--- config.mk ---
export PLATFORM = sky130hd
export DESIGN_NAME = v3c_sample_stream_deframer_core
export DESIGN_NICKNAME = d
export VERILOG_FILES = /design/src/sv/v3cssd_pkg.sv /design/src/sv/v3c_sample_stream_deframer_core.sv /design/src/sv/v3cssd_in_stage.sv /design/src/sv/v3cssd_parser.sv /design/src/sv/v3cssd_out_stage.sv
export VERILOG_INCLUDE_DIRS = /design/src /design/src/sv
export SDC_FILE = /design/constraint.sdc
export NUM_CORES = 1
export LEC_CHECK = 0
export CELL_PAD_IN_SITES_DETAIL_PLACEMENT = 1
export CELL_PAD_IN_SITES_GLOBAL_PLACEMENT = 2
export CORE_ASPECT_RATIO = 0.9
export CORE_MARGIN = 4
export CORE_UTILIZATION = 44
export DETAILED_ROUTE_END_ITERATION = 8
export DONT_BUFFER_PORTS = 1
export GPL_TIMING_DRIVEN = 1
export PLACE_DENSITY_LB_ADDON = 0.1
export SLEW_MARGIN = 20
export SYNTH_ARGS = -nofsm -noshare
export SYNTH_HDL_FRONTEND = slang
export SYNTH_SLANG_ARGS = --single-unit
--- constraint.sdc ---
create_clock -name clk_i -period 5.2 [get_ports clk_i]
set_input_delay 0.78 -clock clk_i [delete_from_list [all_inputs] [get_ports clk_i]]
set_output_delay 0.78 -clock clk_i [all_outputs]
set_load 0.05 [all_outputs]
--- src/sv/v3c_sample_stream_deframer_core_defines.svh ---
// Assertion macros for the sample stream deframer.
`ifndef V3C_SAMPLE_STREAM_DEFRAMER_CORE_DEFINES_SVH
`define V3C_SAMPLE_STREAM_DEFRAMER_CORE_DEFINES_SVH
`ifndef ASSERT_OFF
`define V3CSSD_ASSERT_IMPL(label, clk, rstn, ante, cons, msg) \
  label: assert property (@(posedge clk) disable iff (!rstn) (ante) |-> (cons)) \
    else $error(msg);
`define V3CSSD_ASSERT_NEXT(label, clk, rstn, ante, cons, msg) \
  label: assert property (@(posedge clk) disable iff (!rstn) (ante) |=> (cons)) \
    else $error(msg);
`else
`define V3CSSD_ASSERT_IMPL(label, clk, rstn, ante, cons, msg)
`define V3CSSD_ASSERT_NEXT(label, clk, rstn, ante, cons, msg)
`endif
`endif

--- src/sv/v3cssd_pkg.sv ---
package v3cssd_pkg;

  localparam int unsigned SizeBitsDefault = 32;
  localparam int unsigned OutSizeW        = 32;
  localparam int unsigned UnitHdrBytes    = 4;
  localparam int unsigned SizeLenW        = 4;
  localparam int unsigned SizeLenShift    = 5;
  localparam int unsigned TypeShift       = 3;
  localparam int unsigned TypeW           = 5;

  localparam logic [TypeW-1:0] TypeParamSet = 5'd0;
  localparam logic [TypeW-1:0] TypeAtlas    = 5'd1;
  localparam logic [TypeW-1:0] TypeVideoLo  = 5'd2;
  localparam logic [TypeW-1:0] TypeVideoHi  = 5'd4;

  typedef enum logic [1:0] {
    PhHeader,
    PhSize,
    PhUnitHdr,
    PhPayload
  } phase_e;

  typedef enum logic [1:0] {
    ClassParamSet,
    ClassAtlas,
    ClassVideo,
    ClassUnknown
  } unit_class_e;

  typedef struct packed {
    logic [7:0] byte_in;
    logic       stream_start;
  } in_req_t;

  typedef struct packed {
    logic [TypeW-1:0]    unit_type;
    logic [1:0]          unit_class;
    logic [OutSizeW-1:0] unit_size;
    logic [OutSizeW-1:0] payload_size;
    logic                size_error;
    logic                size_overflow;
  } out_req_t;

  function automatic unit_class_e class_of(logic [TypeW-1:0] t);
    unit_class_e c;
    case (t) inside
      TypeParamSet:              c = ClassParamSet;
      TypeAtlas:                 c = ClassAtlas;
      [TypeVideoLo:TypeVideoHi]: c = ClassVideo;
      default:                   c = ClassUnknown;
    endcase
    return c;
  endfunction

endpackage

--- src/sv/v3c_sample_stream_deframer_core.sv ---
// Channel  Valid        Stall        Request
// input    in_valid_i   in_stall_o   in_req_i  (byte_in, stream_start)
// output   out_valid_o  out_stall_i  out_req_o (unit type, class, sizes, flags)
//
// Input and result are each registered; one byte per cycle while in_stall_o is low.
// The input register feeds the parser, whose result logic is combinational.
// Reset clears the parser to wait for a stream header byte; no result is pending.
// A stalled result holds the parser; with the input register full, in_stall_o rises.
module v3c_sample_stream_deframer_core #(
  parameter int unsigned SIZE_BITS = v3cssd_pkg::SizeBitsDefault
) (
  input  logic                 clk_i,
  input  logic                 rst_ni,
  input  logic                 in_valid_i,
  output logic                 in_stall_o,
  input  v3cssd_pkg::in_req_t  in_req_i,
  output logic                 out_valid_o,
  input  logic                 out_stall_i,
  output v3cssd_pkg::out_req_t out_req_o
);
  import v3cssd_pkg::*;

  logic     fire;
  logic     free;
  logic     res_valid;
  in_req_t  item;
  out_req_t res;

  v3cssd_in_stage u_in_stage (
    .clk_i   (clk_i),
    .rst_ni  (rst_ni),
    .valid_i (in_valid_i),
    .stall_o (in_stall_o),
    .req_i   (in_req_i),
    .free_i  (free),
    .fire_o  (fire),
    .req_o   (item)
  );

  v3cssd_parser #(
    .SIZE_BITS (SIZE_BITS)
  ) u_parser (
    .clk_i       (clk_i),
    .rst_ni      (rst_ni),
    .fire_i      (fire),
    .req_i       (item),
    .res_valid_o (res_valid),
    .res_o       (res)
  );

  v3cssd_out_stage u_out_stage (
    .clk_i   (clk_i),
    .rst_ni  (rst_ni),
    .wr_i    (res_valid),
    .res_i   (res),
    .free_o  (free),
    .valid_o (out_valid_o),
    .stall_i (out_stall_i),
    .req_o   (out_req_o)
  );

endmodule

--- src/sv/v3cssd_in_stage.sv ---
module v3cssd_in_stage (
  input  logic                 clk_i,
  input  logic                 rst_ni,
  input  logic                 valid_i,
  output logic                 stall_o,
  input  v3cssd_pkg::in_req_t  req_i,
  input  logic                 free_i,
  output logic                 fire_o,
  output v3cssd_pkg::in_req_t  req_o
);
  import v3cssd_pkg::*;

  logic    valid_q, valid_d;
  logic    accept;
  in_req_t req_q;

  assign stall_o = valid_q & ~free_i;
  assign fire_o  = valid_q & free_i;
  assign accept  = valid_i & ~stall_o;
  assign req_o   = req_q;

  always_comb begin
    valid_d = valid_q;
    if (accept) begin
      valid_d = 1'b1;
    end else if (fire_o) begin
      valid_d = 1'b0;
    end
  end

  always_ff @(posedge clk_i or negedge rst_ni) begin
    if (!rst_ni) begin
      valid_q <= 1'b0;
    end else begin
      valid_q <= valid_d;
    end
  end

  always_ff @(posedge clk_i) begin
    if (accept) begin
      req_q <= req_i;
    end
  end

endmodule

--- src/sv/v3cssd_parser.sv ---
`include "v3c_sample_stream_deframer_core_defines.svh"

module v3cssd_parser #(
  parameter int unsigned SIZE_BITS = v3cssd_pkg::SizeBitsDefault
) (
  input  logic                 clk_i,
  input  logic                 rst_ni,
  input  logic                 fire_i,
  input  v3cssd_pkg::in_req_t  req_i,
  output logic                 res_valid_o,
  output v3cssd_pkg::out_req_t res_o
);
  import v3cssd_pkg::*;

  localparam int unsigned AccW = (SIZE_BITS >= OutSizeW) ? OutSizeW : SIZE_BITS;

  phase_e              phase_q, phase_d;
  logic [SizeLenW-1:0] size_len_q, size_len_d;
  logic [AccW-1:0]     cnt_q, cnt_d;
  logic [AccW-1:0]     acc_q, acc_d;
  logic [TypeW-1:0]    type_q, type_d;
  logic                ovf_q, ovf_d;

  logic [AccW-1:0]     cnt_inc;
  logic [AccW-1:0]     cnt_dec;
  logic [AccW-1:0]     acc_base;
  logic                ovf_base;
  logic                err;
  logic [AccW-1:0]     pay;

  assign cnt_inc  = cnt_q + 1'b1;
  assign cnt_dec  = (cnt_q != '0) ? cnt_q - 1'b1 : '0;
  assign acc_base = (cnt_q == '0) ? '0 : acc_q;
  assign ovf_base = (cnt_q == '0) ? 1'b0 : ovf_q;
  assign err      = acc_q < AccW'(UnitHdrBytes);
  assign pay      = err ? '0 : acc_q - AccW'(UnitHdrBytes);

  always_comb begin
    phase_d     = phase_q;
    size_len_d  = size_len_q;
    cnt_d       = cnt_q;
    acc_d       = acc_q;
    type_d      = type_q;
    ovf_d       = ovf_q;
    res_valid_o = 1'b0;

    res_o.unit_type     = type_q;
    res_o.unit_class    = class_of(type_q);
    res_o.unit_size     = OutSizeW'(acc_q);
    res_o.payload_size  = OutSizeW'(pay);
    res_o.size_error    = err;
    res_o.size_overflow = ovf_q;

    if (fire_i) begin
      if (req_i.stream_start) begin
        size_len_d = SizeLenW'(req_i.byte_in >> SizeLenShift) + 1'b1;
        phase_d    = PhSize;
        cnt_d      = '0;
        acc_d      = '0;
        ovf_d      = 1'b0;
      end else begin
        unique case (phase_q)
          PhHeader: begin
          end
          PhSize: begin
            if (ovf_base || (acc_base[AccW-1 -: 8] != '0)) begin
              ovf_d = 1'b1;
              acc_d = '1;
            end else begin
              ovf_d = 1'b0;
              acc_d = {acc_base[AccW-9:0], req_i.byte_in};
            end
            if (cnt_inc >= AccW'(size_len_q)) begin
              phase_d = PhUnitHdr;
              cnt_d   = '0;
            end else begin
              cnt_d = cnt_inc;
            end
          end
          PhUnitHdr: begin
            if (cnt_q == '0) begin
              type_d = req_i.byte_in[7:TypeShift];
            end
            if (cnt_inc < AccW'(UnitHdrBytes)) begin
              cnt_d = cnt_inc;
            end else begin
              res_valid_o = 1'b1;
              if (pay == '0) begin
                phase_d = PhSize;
                cnt_d   = '0;
              end else begin
                phase_d = PhPayload;
                cnt_d   = pay;
              end
            end
          end
          PhPayload: begin
            cnt_d = cnt_dec;
            if (cnt_dec == '0) begin
              phase_d = PhSize;
            end
          end
          default: begin
          end
        endcase
      end
    end
  end

  always_ff @(posedge clk_i or negedge rst_ni) begin
    if (!rst_ni) begin
      phase_q    <= PhHeader;
      size_len_q <= SizeLenW'(1);
      cnt_q      <= '0;
      acc_q      <= '0;
      type_q     <= '0;
      ovf_q      <= 1'b0;
    end else begin
      phase_q    <= phase_d;
      size_len_q <= size_len_d;
      cnt_q      <= cnt_d;
      acc_q      <= acc_d;
      type_q     <= type_d;
      ovf_q      <= ovf_d;
    end
  end

  `V3CSSD_ASSERT_IMPL(payload_cnt_nonzero_a, clk_i, rst_ni, phase_q == PhPayload, cnt_q != '0, "payload count is zero while skipping")
  `V3CSSD_ASSERT_IMPL(unit_hdr_cnt_a, clk_i, rst_ni, phase_q == PhUnitHdr, cnt_q < AccW'(UnitHdrBytes), "unit header count out of range")
  `V3CSSD_ASSERT_IMPL(size_cnt_a, clk_i, rst_ni, phase_q == PhSize, cnt_q < AccW'(size_len_q), "size field count out of range")
  `V3CSSD_ASSERT_NEXT(after_result_a, clk_i, rst_ni, res_valid_o, phase_q == PhSize || phase_q == PhPayload, "phase after a result is wrong")

endmodule

--- src/sv/v3cssd_out_stage.sv ---
`include "v3c_sample_stream_deframer_core_defines.svh"

module v3cssd_out_stage (
  input  logic                 clk_i,
  input  logic                 rst_ni,
  input  logic                 wr_i,
  input  v3cssd_pkg::out_req_t res_i,
  output logic                 free_o,
  output logic                 valid_o,
  input  logic                 stall_i,
  output v3cssd_pkg::out_req_t req_o
);
  import v3cssd_pkg::*;

  logic     valid_q, valid_d;
  out_req_t req_q;

  assign free_o  = ~valid_q | ~stall_i;
  assign valid_o = valid_q;
  assign req_o   = req_q;

  always_comb begin
    valid_d = valid_q;
    if (free_o) begin
      valid_d = wr_i;
    end
  end

  always_ff @(posedge clk_i or negedge rst_ni) begin
    if (!rst_ni) begin
      valid_q <= 1'b0;
    end else begin
      valid_q <= valid_d;
    end
  end

  always_ff @(posedge clk_i) begin
    if (wr_i) begin
      req_q <= res_i;
    end
  end

  `V3CSSD_ASSERT_IMPL(no_overwrite_a, clk_i, rst_ni, valid_q && stall_i, !wr_i, "result written while held request is stalled")

endmodule

---- Word-level counts from Yosys, hierarchy flattened ----
Index checks and enable logic that the tools add are counted.
word-level totals
  input port bits ......................... 13
  register bits ........................... 160
  word-level logic and storage cells ...... 88
operators by class
  magnitude comparators ................... 5
  reductions and logical operators ........ 17
  bitwise operators ....................... 9
  equality and inequality tests ........... 7
  $add $sub $neg .......................... 4
  muxes and demuxes ....................... 29
operators with widths
  cell                   number
  $mux 32                10
  $logic_not 32->1       3
  $pmux 32 s3            1
  $lt 32x3->1 const B    2
  $add 32x1->32 const B  1
  $ge 32x4->1            1
  $reduce_bool 32->1     1
  $sub 32x1->32 const B  1
  $sub 32x3->32 const B  1
  $mux 1                 12
  $mux 2                 5
  $reduce_bool 8->1      1
  $ne 3x2->1 const B     2
  $pmux 2 s3             1
  $reduce_and 2->1       3
  $eq 5x1->1 const B     1
  $ge 5x2->1 const B     1
  $le 5x3->1 const B     1
  $logic_not 5->1        1
  $not 1->1              5
  $reduce_and 5->1       1
  $add 3x1->4 const B    1
  $eq 2x2->1 const B     2
  $reduce_and 4->1       1
  other kinds (9)        12

---- Longest topological paths before layout ----
Gate-level depths: netlist of run 1.
  word-level depth ........................ 7
  mapped depth ............................ 13
  mapped depth without buffers ............ 10

---- Modules after synthesis ----
Synthesis of run 1 repeated with hierarchy kept, for this count alone.
unflattened totals
  cell total of the unflattened synthesis .. 903
  area total of the unflattened synthesis .. 8847.2 um2
modules (own cells, without submodules)
  module            cells each  area an instance (um2)  instances
  v3cssd_parser     812         6284.8                  1
  v3cssd_out_stage  76          2228.4                  1
  v3cssd_in_stage   15          334.1                   1

---- Worst setup path before layout of run 1 ----
Ideal clock, no wire load.
  path type ............................... register to register
  from .................................... register u_parser.cnt_q[0]
  to ...................................... register u_out_stage.req_q (netlist bit u_out_stage.req_o[0]), enable pin
  setup slack ............................. 1.743 ns
  buffers on the path ..................... 1
  required time ........................... 4.805 ns
  cell stages (with the launch flop) ...... 11
  setup time .............................. 0.395 ns
  data arrival time ....................... 3.062 ns
  cells stage by stage .................... dfrtp_1 > ha_1 > and3_1 > and2_1 > clkbuf_1 > and4_1 > o2111a_1 > o2111ai_1 > nor3_2 > or2_2 > inv_2
on the way
  longest elaborated chain between the ends .. 6
RTL lines
  element                 RTL line                               text
  from (decl)             v3cssd_parser.sv:19                    logic [AccW-1:0] cnt_q, cnt_d;
  from (signal assigned)  v3cssd_parser.sv:121                   cnt_q <= cnt_d;
  $add 32x1->32           v3cssd_parser.sv:31                    assign cnt_inc = cnt_q + 1'b1;
  $lt 32x3->1             v3cssd_parser.sv:84                    if (cnt_inc < AccW'(UnitHdrBytes)) begin
  $mux 1                  v3cssd_parser.sv:84
  $mux 1                  v3cssd_parser.sv:62                    unique case (phase_q)
  $mux 1                  v3cssd_parser.sv:55                    if (req_i.stream_start) begin
  $mux 1                  v3cssd_parser.sv:54                    if (fire_i) begin
  named net res_valid     v3c_sample_stream_deframer_core.sv:25  logic res_valid;
  to (signal assigned)    v3cssd_out_stage.sv:39                 req_q <= res_i;
  to (decl)               v3cssd_out_stage.sv:16                 out_req_t req_q;
The timed path passes the listed nets, and every way through them passes these cells.
A chain may end at the register's enable or synchronous reset.

---- Final worst setup path of run 1 ----
  from .................................... register u_parser.cnt_q[0]
  to ...................................... register u_out_stage.req_q (netlist bit u_out_stage.req_o[6]), enable pin
The elaborated chain is that of the path after synthesis.

==> impl_summary.txt, run 1 <==
----------------------------------------------------
[Logic synthesis]
  Total of flip-flops plus latches after synthesis ... 160
  Number of instances in the synthesized netlist ... 869
  Number of flops mapped to enable cells by yosys ... 82
  Yosys cell types ... 76
  Flip-flop cell with the highest count after synthesis ... edfxtp_1
  Cell type contributing the most total cell area after synthesis ... edfxtp_1
  Combined area of all synthesized cells ... 8670 um2
  Net count after synthesis ... 890
  Synth Area per Inst ... 9.98 um2
  Synthesis Warnings ... 0
  Biggest area contributors in the synthesized netlist ... edfxtp_1, dfrtp_1, nor2_1
  Share of the synthesized area in the top cell type ... 0.284
  Share of flip-flops with an asynchronous set or reset ... 0.488
  Sequential-to-total area share from yosys stat ... 0.509

[Power]
  Worst vdd rail ir drop ... 275 uV
  Relative contribution of sequential cells to total power ... 0.399
  Leakage Power ... 3.67 nW
  Internal power component ... 3.31 mW
  Net switching fraction of the power ... 0.467
  Combinational power share ... 0.400
  Share of total power in the clock network ... 0.200
  Switching power ... 2.90 mW
  Power per standard cell area ... 664 nW/um2

[Worst setup path]
  Data arrival time of the worst path ... 4.25 ns
  Critical-path maximum fanout ... 45
  R2R setup slack ... 1.07 ns
  Reg-to-reg critical path startpoint ... u_parser.cnt_q[0]
  Depth of the most critical reg-to-reg path ... 11
  Endpoint class of the critical path ... flip-flop
  Worst reg2reg path endpoint ... u_out_stage.req_o[6]
  Worst Setup SP ... u_parser.cnt_q[0]
  Endpoint of the worst setup timing path ... u_out_stage.req_o[6]
  Nature of the critical path startpoint ... flip-flop
  CP required ... 5.31 ns
  Critical path class ... flip-flop to flip-flop

[Clocking]
  CTS Hold Buffers Added ... 0
  Reg clk slew, reported paths ... 0.07 ns
  Number of gates resized after CTS ... 0
  TritonCTS clock tree ... yes
  Post-CTS setup buffer count ... 0
  Sinks on Clock Net ... 160
  CTS Root Cell ... clkbuf_16
  Htree depth ... 4
  Total CTS buffers ... 17
  Maximum buffer depth of the clock tree ... 2
  Insertion delay to the later sink of the worst-skew pair ... 0.43 ns

[STA]
  Least-Margin Pin Slew ... 0.814 ns
  Tcrit/Tclk final ... 0.795
  Worst clock skew on the final layout ... 0.00807 ns
  Setup-failing EPs final ... 0
  Setup repair after global routing missed its margin ... false
  Final hold viol count ... 0
  Number of max-slew violations in the final report ... 0
  Minimum clock period after layout ... 4.13 ns
  Max Clk Rate ... 242 MHz
  TNS Setup ... 0 ns
  Worst rel slew slack ... 0.453

[Final layout]
  Area delta synth->final ... 7.73%
  Share of layout cells above drive strength 1 ... 0.0946
  Net count, final ... 843
  Final antenna diode count ... 0
  Final instance count without filler cells ... 1,085

[Min path]
  Class of the worst hold path ... primary input to asynchronous set/reset pin

[Floorplanning]
  Number of core rows ... 48
  Die area ... 22,000 um2
  Die boundary width ... 156 um
  Core Footprint ... 19,300 um2
  Boundary Pins ... 88
  Vertical extent of the die ... 141 um
  Initial Utilization ... 0.450

[Detailed routing]
  First drt pass iteration count ... 5
  Post-detailed-route wirelength per cell ... 24.3 um
  Remaining routing DRC violations ... 0
  Overall via count from detail_route ... 6,736
  Starting DRC count in detailed routing ... 490
  Antenna violation net count after detailed routing ... 0
  Routed wire length ... 26,400 um
  Number of vias per cell after detailed routing ... 6.21

[Placed design]
  Inst Count DP ... 1,053
  HPWL reported at the end of detailed placement ... 19,100 um
  IO Port Bufs ... 0
  Placer's final routability congestion estimate ... 0.852

[Global routing]
  First-pass GRT wire length ... 41,800 um
  Overflow left after global routing ... 0
  Pin count of the biggest net entering global routing ... 79
  Vias in the first global route ... 6,976
  Initial antenna violation count ... 0
  GRT Resource Usage Total ... 0.246

[Job]
  Number of maximum-capacitance constraint violations ... 0

[Status]
  Run status ... complete, no violations

----------------------------------------------------
## state kept, by name, indices dropped and copies added (netlist names)
register,flops
u_parser.cnt_q,32
u_parser.type_q,5
u_parser.size_len_q,4
u_parser.phase_q,2
u_in_stage.valid_q,1
u_in_stage.req_o,9
u_out_stage.req_o,73
u_parser.acc_q,32
u_parser.ovf_q,1
u_out_stage.valid_o,1
## placed cells by master (no fill, tap or decap), types with 4 or more instances in the layout
cell,instances
clkinv_8,4
and2_1,11
inv_8,4
o31a_1,7
a32o_1,5
a31oi_1,7
mux2_2,7
edfxtp_1,82
a221o_1,9
a22o_1,13
o31ai_1,17
and3_1,6
a21oi_1,27
xnor2_1,34
and4_1,7
a211oi_1,4
or4_1,9
inv_1,18
nor4_1,12
nand2_1,80
nor3_1,31
ha_1,8
nand3_1,20
o21ai_0,55
dfrtp_1,77
nor2b_1,4
nand4b_1,4
mux2i_1,7
or3_1,12
nand2b_1,7
o41ai_1,4
nand4_1,22
clkbuf_16,17
xor2_1,26
or2_2,10
buf_4,10
nor2_1,96
## worst min path at each step
stage                     slack (ns)           startpoint               endpoint  cells past startpoint
after floorplan                 0.42    u_parser.acc_q[2]  u_out_stage.req_o[36]                      0
after global routing            0.02               rst_ni     u_parser.cnt_q[25]                      0
after detailed placement        0.47   u_parser.type_q[3]  u_out_stage.req_o[71]                      0
after global placement          0.46  u_in_stage.req_o[2]      u_parser.acc_q[1]                      1
after CTS                       0.03               rst_ni     u_parser.cnt_q[25]                      0
final                           0.03               rst_ni     u_parser.cnt_q[25]                      0
## cell families (layout without fill, tap and decap cells)
kind of cell / count (synthesis) / in the layout / synth area share
xor+xnor: 60 / 60 / 0.0606
flops: 160 / 160 / 0.509
simple gates: 350 / 350 / 0.207
fa+ha+maj: 8 / 8 / 0.0115
compound gates: 181 / 181 / 0.145
buf+inv: 96 / 62 / 0.0489
mux: 14 / 14 / 0.0172
## per-stage QoR
step / cell area (um2) / power, mW / hold WS, ns / setup WS, ns / util
after floorplan: 8670 / 4.18 / 0.423 / 1.74 / -
after global placement: 8750 / 4.88 / 0.458 / 1.29 / 0.454
after detailed placement: 8750 / 4.94 / 0.470 / 1.07 / 0.454
after CTS: 9340 / 6.21 / 0.0261 / 1.05 / 0.485
after global routing: 9340 / 6.61 / 0.0155 / 0.791 / 0.485
final: 9340 / 6.21 / 0.0344 / 1.07 / 0.485
## metal layers
layer	vias up	GRT usage	part of all wire
met4	0	0.0728	0.021
met5	-	0	0
met3	37	0.0589	0.059
li1	3075	-	-
met2	212	0.376	0.47
met1	3412	0.349	0.45
## Yosys cell counts, types with 9 or more instances
| master | instances |
|---|---|
| and2_1 | 11 |
| xnor2_1 | 34 |
| edfxtp_1 | 82 |
| a21oi_1 | 27 |
| or3_1 | 12 |
| or2_2 | 10 |
| o21ai_0 | 55 |
| dfrtp_1 | 77 |
| o31ai_1 | 18 |
| nand3_1 | 20 |
| nor3_1 | 31 |
| a221o_1 | 9 |
| nor2_1 | 96 |
| a22o_1 | 13 |
| nand4_1 | 22 |
| nand2_1 | 80 |
| or4_1 | 9 |
| nor4_1 | 12 |
| buf_2 | 21 |
| xor2_1 | 26 |
| clkbuf_1 | 46 |
| inv_1 | 18 |
## area by class of cell
type | count | area, um2
Fill cell | 2112 | 9940
Sequential cell | 160 | 4420
Multi-Input combinational cell | 613 | 3860
Clock buffer | 17 | 425
Tap cell | 250 | 313
Clock inverter | 15 | 166
Timing Repair Buffer | 11 | 95.1
Inverter | 19 | 71.3
## power groups by stage
stage / combinational [mW] / clock [mW] / sequential (mW)
after floorplan: 2.14 / 0 / 2.04
after global placement: 2.41 / 0 / 2.47
after detailed placement: 2.45 / 0 / 2.49
after CTS: 2.47 / 1.26 / 2.47
after global routing: 2.75 / 1.32 / 2.54
final: 2.48 / 1.24 / 2.48
## critical path, stage by stage (launching register included)
cell       delay [ns]
dfrtp_1          0.56
ha_1             0.36
and3_1           0.22
and2_1           0.30
a21oi_1          0.14
o2111a_1         0.25
o2111ai_1        0.37
nor3_4           0.07
buf_4            0.25
or2_2            0.39
inv_2            0.52
buf_12           0.33
No activity file was read; power rests on OpenSTA's default activity.
==> inputs of run 2 (changes only) <==
--- a/config.mk
+++ b/config.mk
@@ -10,7 +10,7 @@
 export CELL_PAD_IN_SITES_GLOBAL_PLACEMENT = 2
 export CORE_ASPECT_RATIO = 0.9
 export CORE_MARGIN = 4
-export CORE_UTILIZATION = 44
+export CORE_UTILIZATION = 37
 export DETAILED_ROUTE_END_ITERATION = 8
 export DONT_BUFFER_PORTS = 1
 export GPL_TIMING_DRIVEN = 1
==> constraint.sdc (replaced) <==
create_clock -name clk_i -period 3.49 [get_ports clk_i]
set_input_delay 0.5235 -clock clk_i [delete_from_list [all_inputs] [get_ports clk_i]]
set_output_delay 0.5235 -clock clk_i [all_outputs]
set_load 0.05 [all_outputs]
==> run 2 against run 1 <==
Against the previous run:
- sequential cell count is the same
- core utilization fell by 5.5 points
- clock power increased by 50%
- maximum frequency up 26%
- via count is 1.6% higher
- cell area up 4.8%
- count of clock-buffer cells in the layout up 1
- cell count increased by 8.5%
- hold slack gained 0.15 ns
- first-iteration DRC count increased by 22%
- die area increased by 18%
- global-route usage down 2.7 points
- critical endpoint is now u_out_stage.req_o[4]
- largest cell class unchanged
- highest routed layer unchanged
==> impl_summary.txt, run 2 (synthesis results as in run 1) <==
----------------------------------------------------
[Detailed routing]
  Starting DRC count in detailed routing ... 599
  Overall via count from detail_route ... 6,846
  Remaining routing DRC violations ... 0
  Post-detailed-route wirelength per cell ... 23.7 um
  First drt pass iteration count ... 5
  Antenna violation net count after detailed routing ... 0
  Number of vias per cell after detailed routing ... 5.82
  Routed wire length ... 27,900 um

[Placed design]
  HPWL reported at the end of detailed placement ... 20,500 um
  Placer's final routability congestion estimate ... 0.899
  IO Port Bufs ... 0

[STA]
  Minimum clock period after layout ... 3.28 ns
  Tcrit/Tclk final ... 0.941
  Worst hold slack after final layout ... 0.183 ns
  Max Clk Rate ... 305 MHz
  Least-Margin Pin Slew ... 0.742 ns
  TNS Setup ... 0 ns
  Number of max-slew violations in the final report ... 0
  Setup-failing EPs final ... 0
  Worst rel slew slack ... 0.505
  Setup repair after global routing missed its margin ... false
  Worst clock skew on the final layout ... 0.0156 ns
  Final hold viol count ... 0

[Min path]
  Class of the worst hold path ... primary input to flip-flop

[Clocking]
  Total CTS buffers ... 17
  Reg clk slew, reported paths ... 0.08 ns
  Sinks on Clock Net ... 160
  CTS Root Cell ... clkbuf_16
  Insertion delay to the later sink of the worst-skew pair ... 0.43 ns
  Maximum buffer depth of the clock tree ... 2
  Htree depth ... 4
  TritonCTS clock tree ... yes

[Floorplanning]
  Die area ... 26,000 um2
  Number of core rows ... 52
  Boundary Pins ... 88
  Initial Utilization ... 0.381
  Vertical extent of the die ... 153 um
  Core Footprint ... 22,800 um2
  Die boundary width ... 169 um

[Power]
  Worst vdd rail ir drop ... 340 uV
  Leakage Power ... 3.90 nW
  Power per standard cell area ... 992 nW/um2
  Overall power after layout ... 9.71 mW

[Worst setup path]
  CP required ... 3.60 ns
  Data arrival time of the worst path ... 3.39 ns
  Endpoint class of the critical path ... flip-flop
  Critical-path maximum fanout ... 48
  Nature of the critical path startpoint ... flip-flop
  Critical path class ... flip-flop to flip-flop

[Global routing]
  Initial antenna violation count ... 0
  Vias in the first global route ... 7,346
  Overflow left after global routing ... 0
  Pin count of the biggest net entering global routing ... 79
  GRT Resource Usage Total ... 0.218
  First-pass GRT wire length ... 44,100 um

[Final layout]
  Final antenna diode count ... 0
  Number of filler instances in the final layout ... 2,567
  Top library cells by usage in the layout, fill and taps aside ... nor2_1, edfxtp_1, nand2_1, dfrtp_1, o21ai_0
  Share of layout cells above drive strength 1 ... 0.143
  Area delta synth->final ... 12.9%
  Largest register FFs ... 73
  Net count, final ... 888
  Most common library cell in the layout ignoring fill and taps ... nor2_1

[Job]
  Number of maximum-capacitance constraint violations ... 0

[Status]
  Run status ... complete, no violations

----------------------------------------------------
[run 2: layout make-up]
class	instances	area (um2)	area share
Sequential cell	160	4420	0.451
Multi-Input combinational cell	613	3870	0.395
Timing Repair Buffer	56	480	0.0491
Clock buffer	18	439	0.0449
Tap cell	297	372	0.0380
Clock inverter	14	141	0.0144
Inverter	19	71.3	0.00729
[run 2: critical path, stage by stage (launching register included)]
cell     delay, ns
dfrtp_1       0.58
and4_4        0.33
and4_1        0.36
nor4b_4       0.26
buf_4         0.18
nor4_1        0.05
o22ai_1       0.22
buf_4         0.17
nor3_4        0.05
or2_2         0.34
inv_2         0.11
buf_12        0.26
[run 2: metrics by stage]
stage          setup slack, ns  instances  area [um2]  utilization
6_report                 0.206       1177        9790        0.430
2_1_floorplan           0.0333        869        8670            -
3_3_place_gp            0.0920       1143        9160        0.402
5_1_grt                0.00787       1177        9790        0.430
4_1_cts                 0.0379       1177        9780        0.429
3_5_place_dp            0.0528       1143        9160        0.402
[run 2: timing repair]
item                                    CTS  global route
endpoints found under the setup margin    0             3
resized for setup                         0             4
hold buffers                              2             0
hold endpoints to repair                 78             0
buffers inserted                          0             0
[run 2: final timing paths]
kind / start / to / slack [ns] / cells past startpoint
hold reg to reg: u_in_stage.req_o[2] / u_parser.acc_q[1] / 0.48 / 1
min in group asynchronous: rst_ni / u_parser.cnt_q[12] / 0.65 / 2
setup reg to reg: u_parser.cnt_q[7] / u_out_stage.req_o[4] / 0.21 / 11
max in group asynchronous: rst_ni / u_parser.acc_q[0] / 2.47 / 2
hold / removal: in_req_i[0] / u_in_stage.req_o[0] / 0.18 / 0
setup / recovery: u_parser.cnt_q[7] / u_out_stage.req_o[4] / 0.21 / 11
[run 2: routing by layer]
| layer | share of wire | global-route usage |
|---|---|---|
| met1 | 0.47 | 0.306 |
| met2 | 0.47 | 0.350 |
| met3 | 0.047 | 0.0480 |
| met4 | 0.0098 | 0.0452 |
| met5 | 0 | 0 |
[run 2: report_power, final]
group,switching [mW],internal [mW],total (mW),leakage [nW]
Clock,0.888,0.969,1.86,0.276
Sequential,0.999,2.54,3.54,1.77
Combinational,2.58,1.73,4.31,1.85
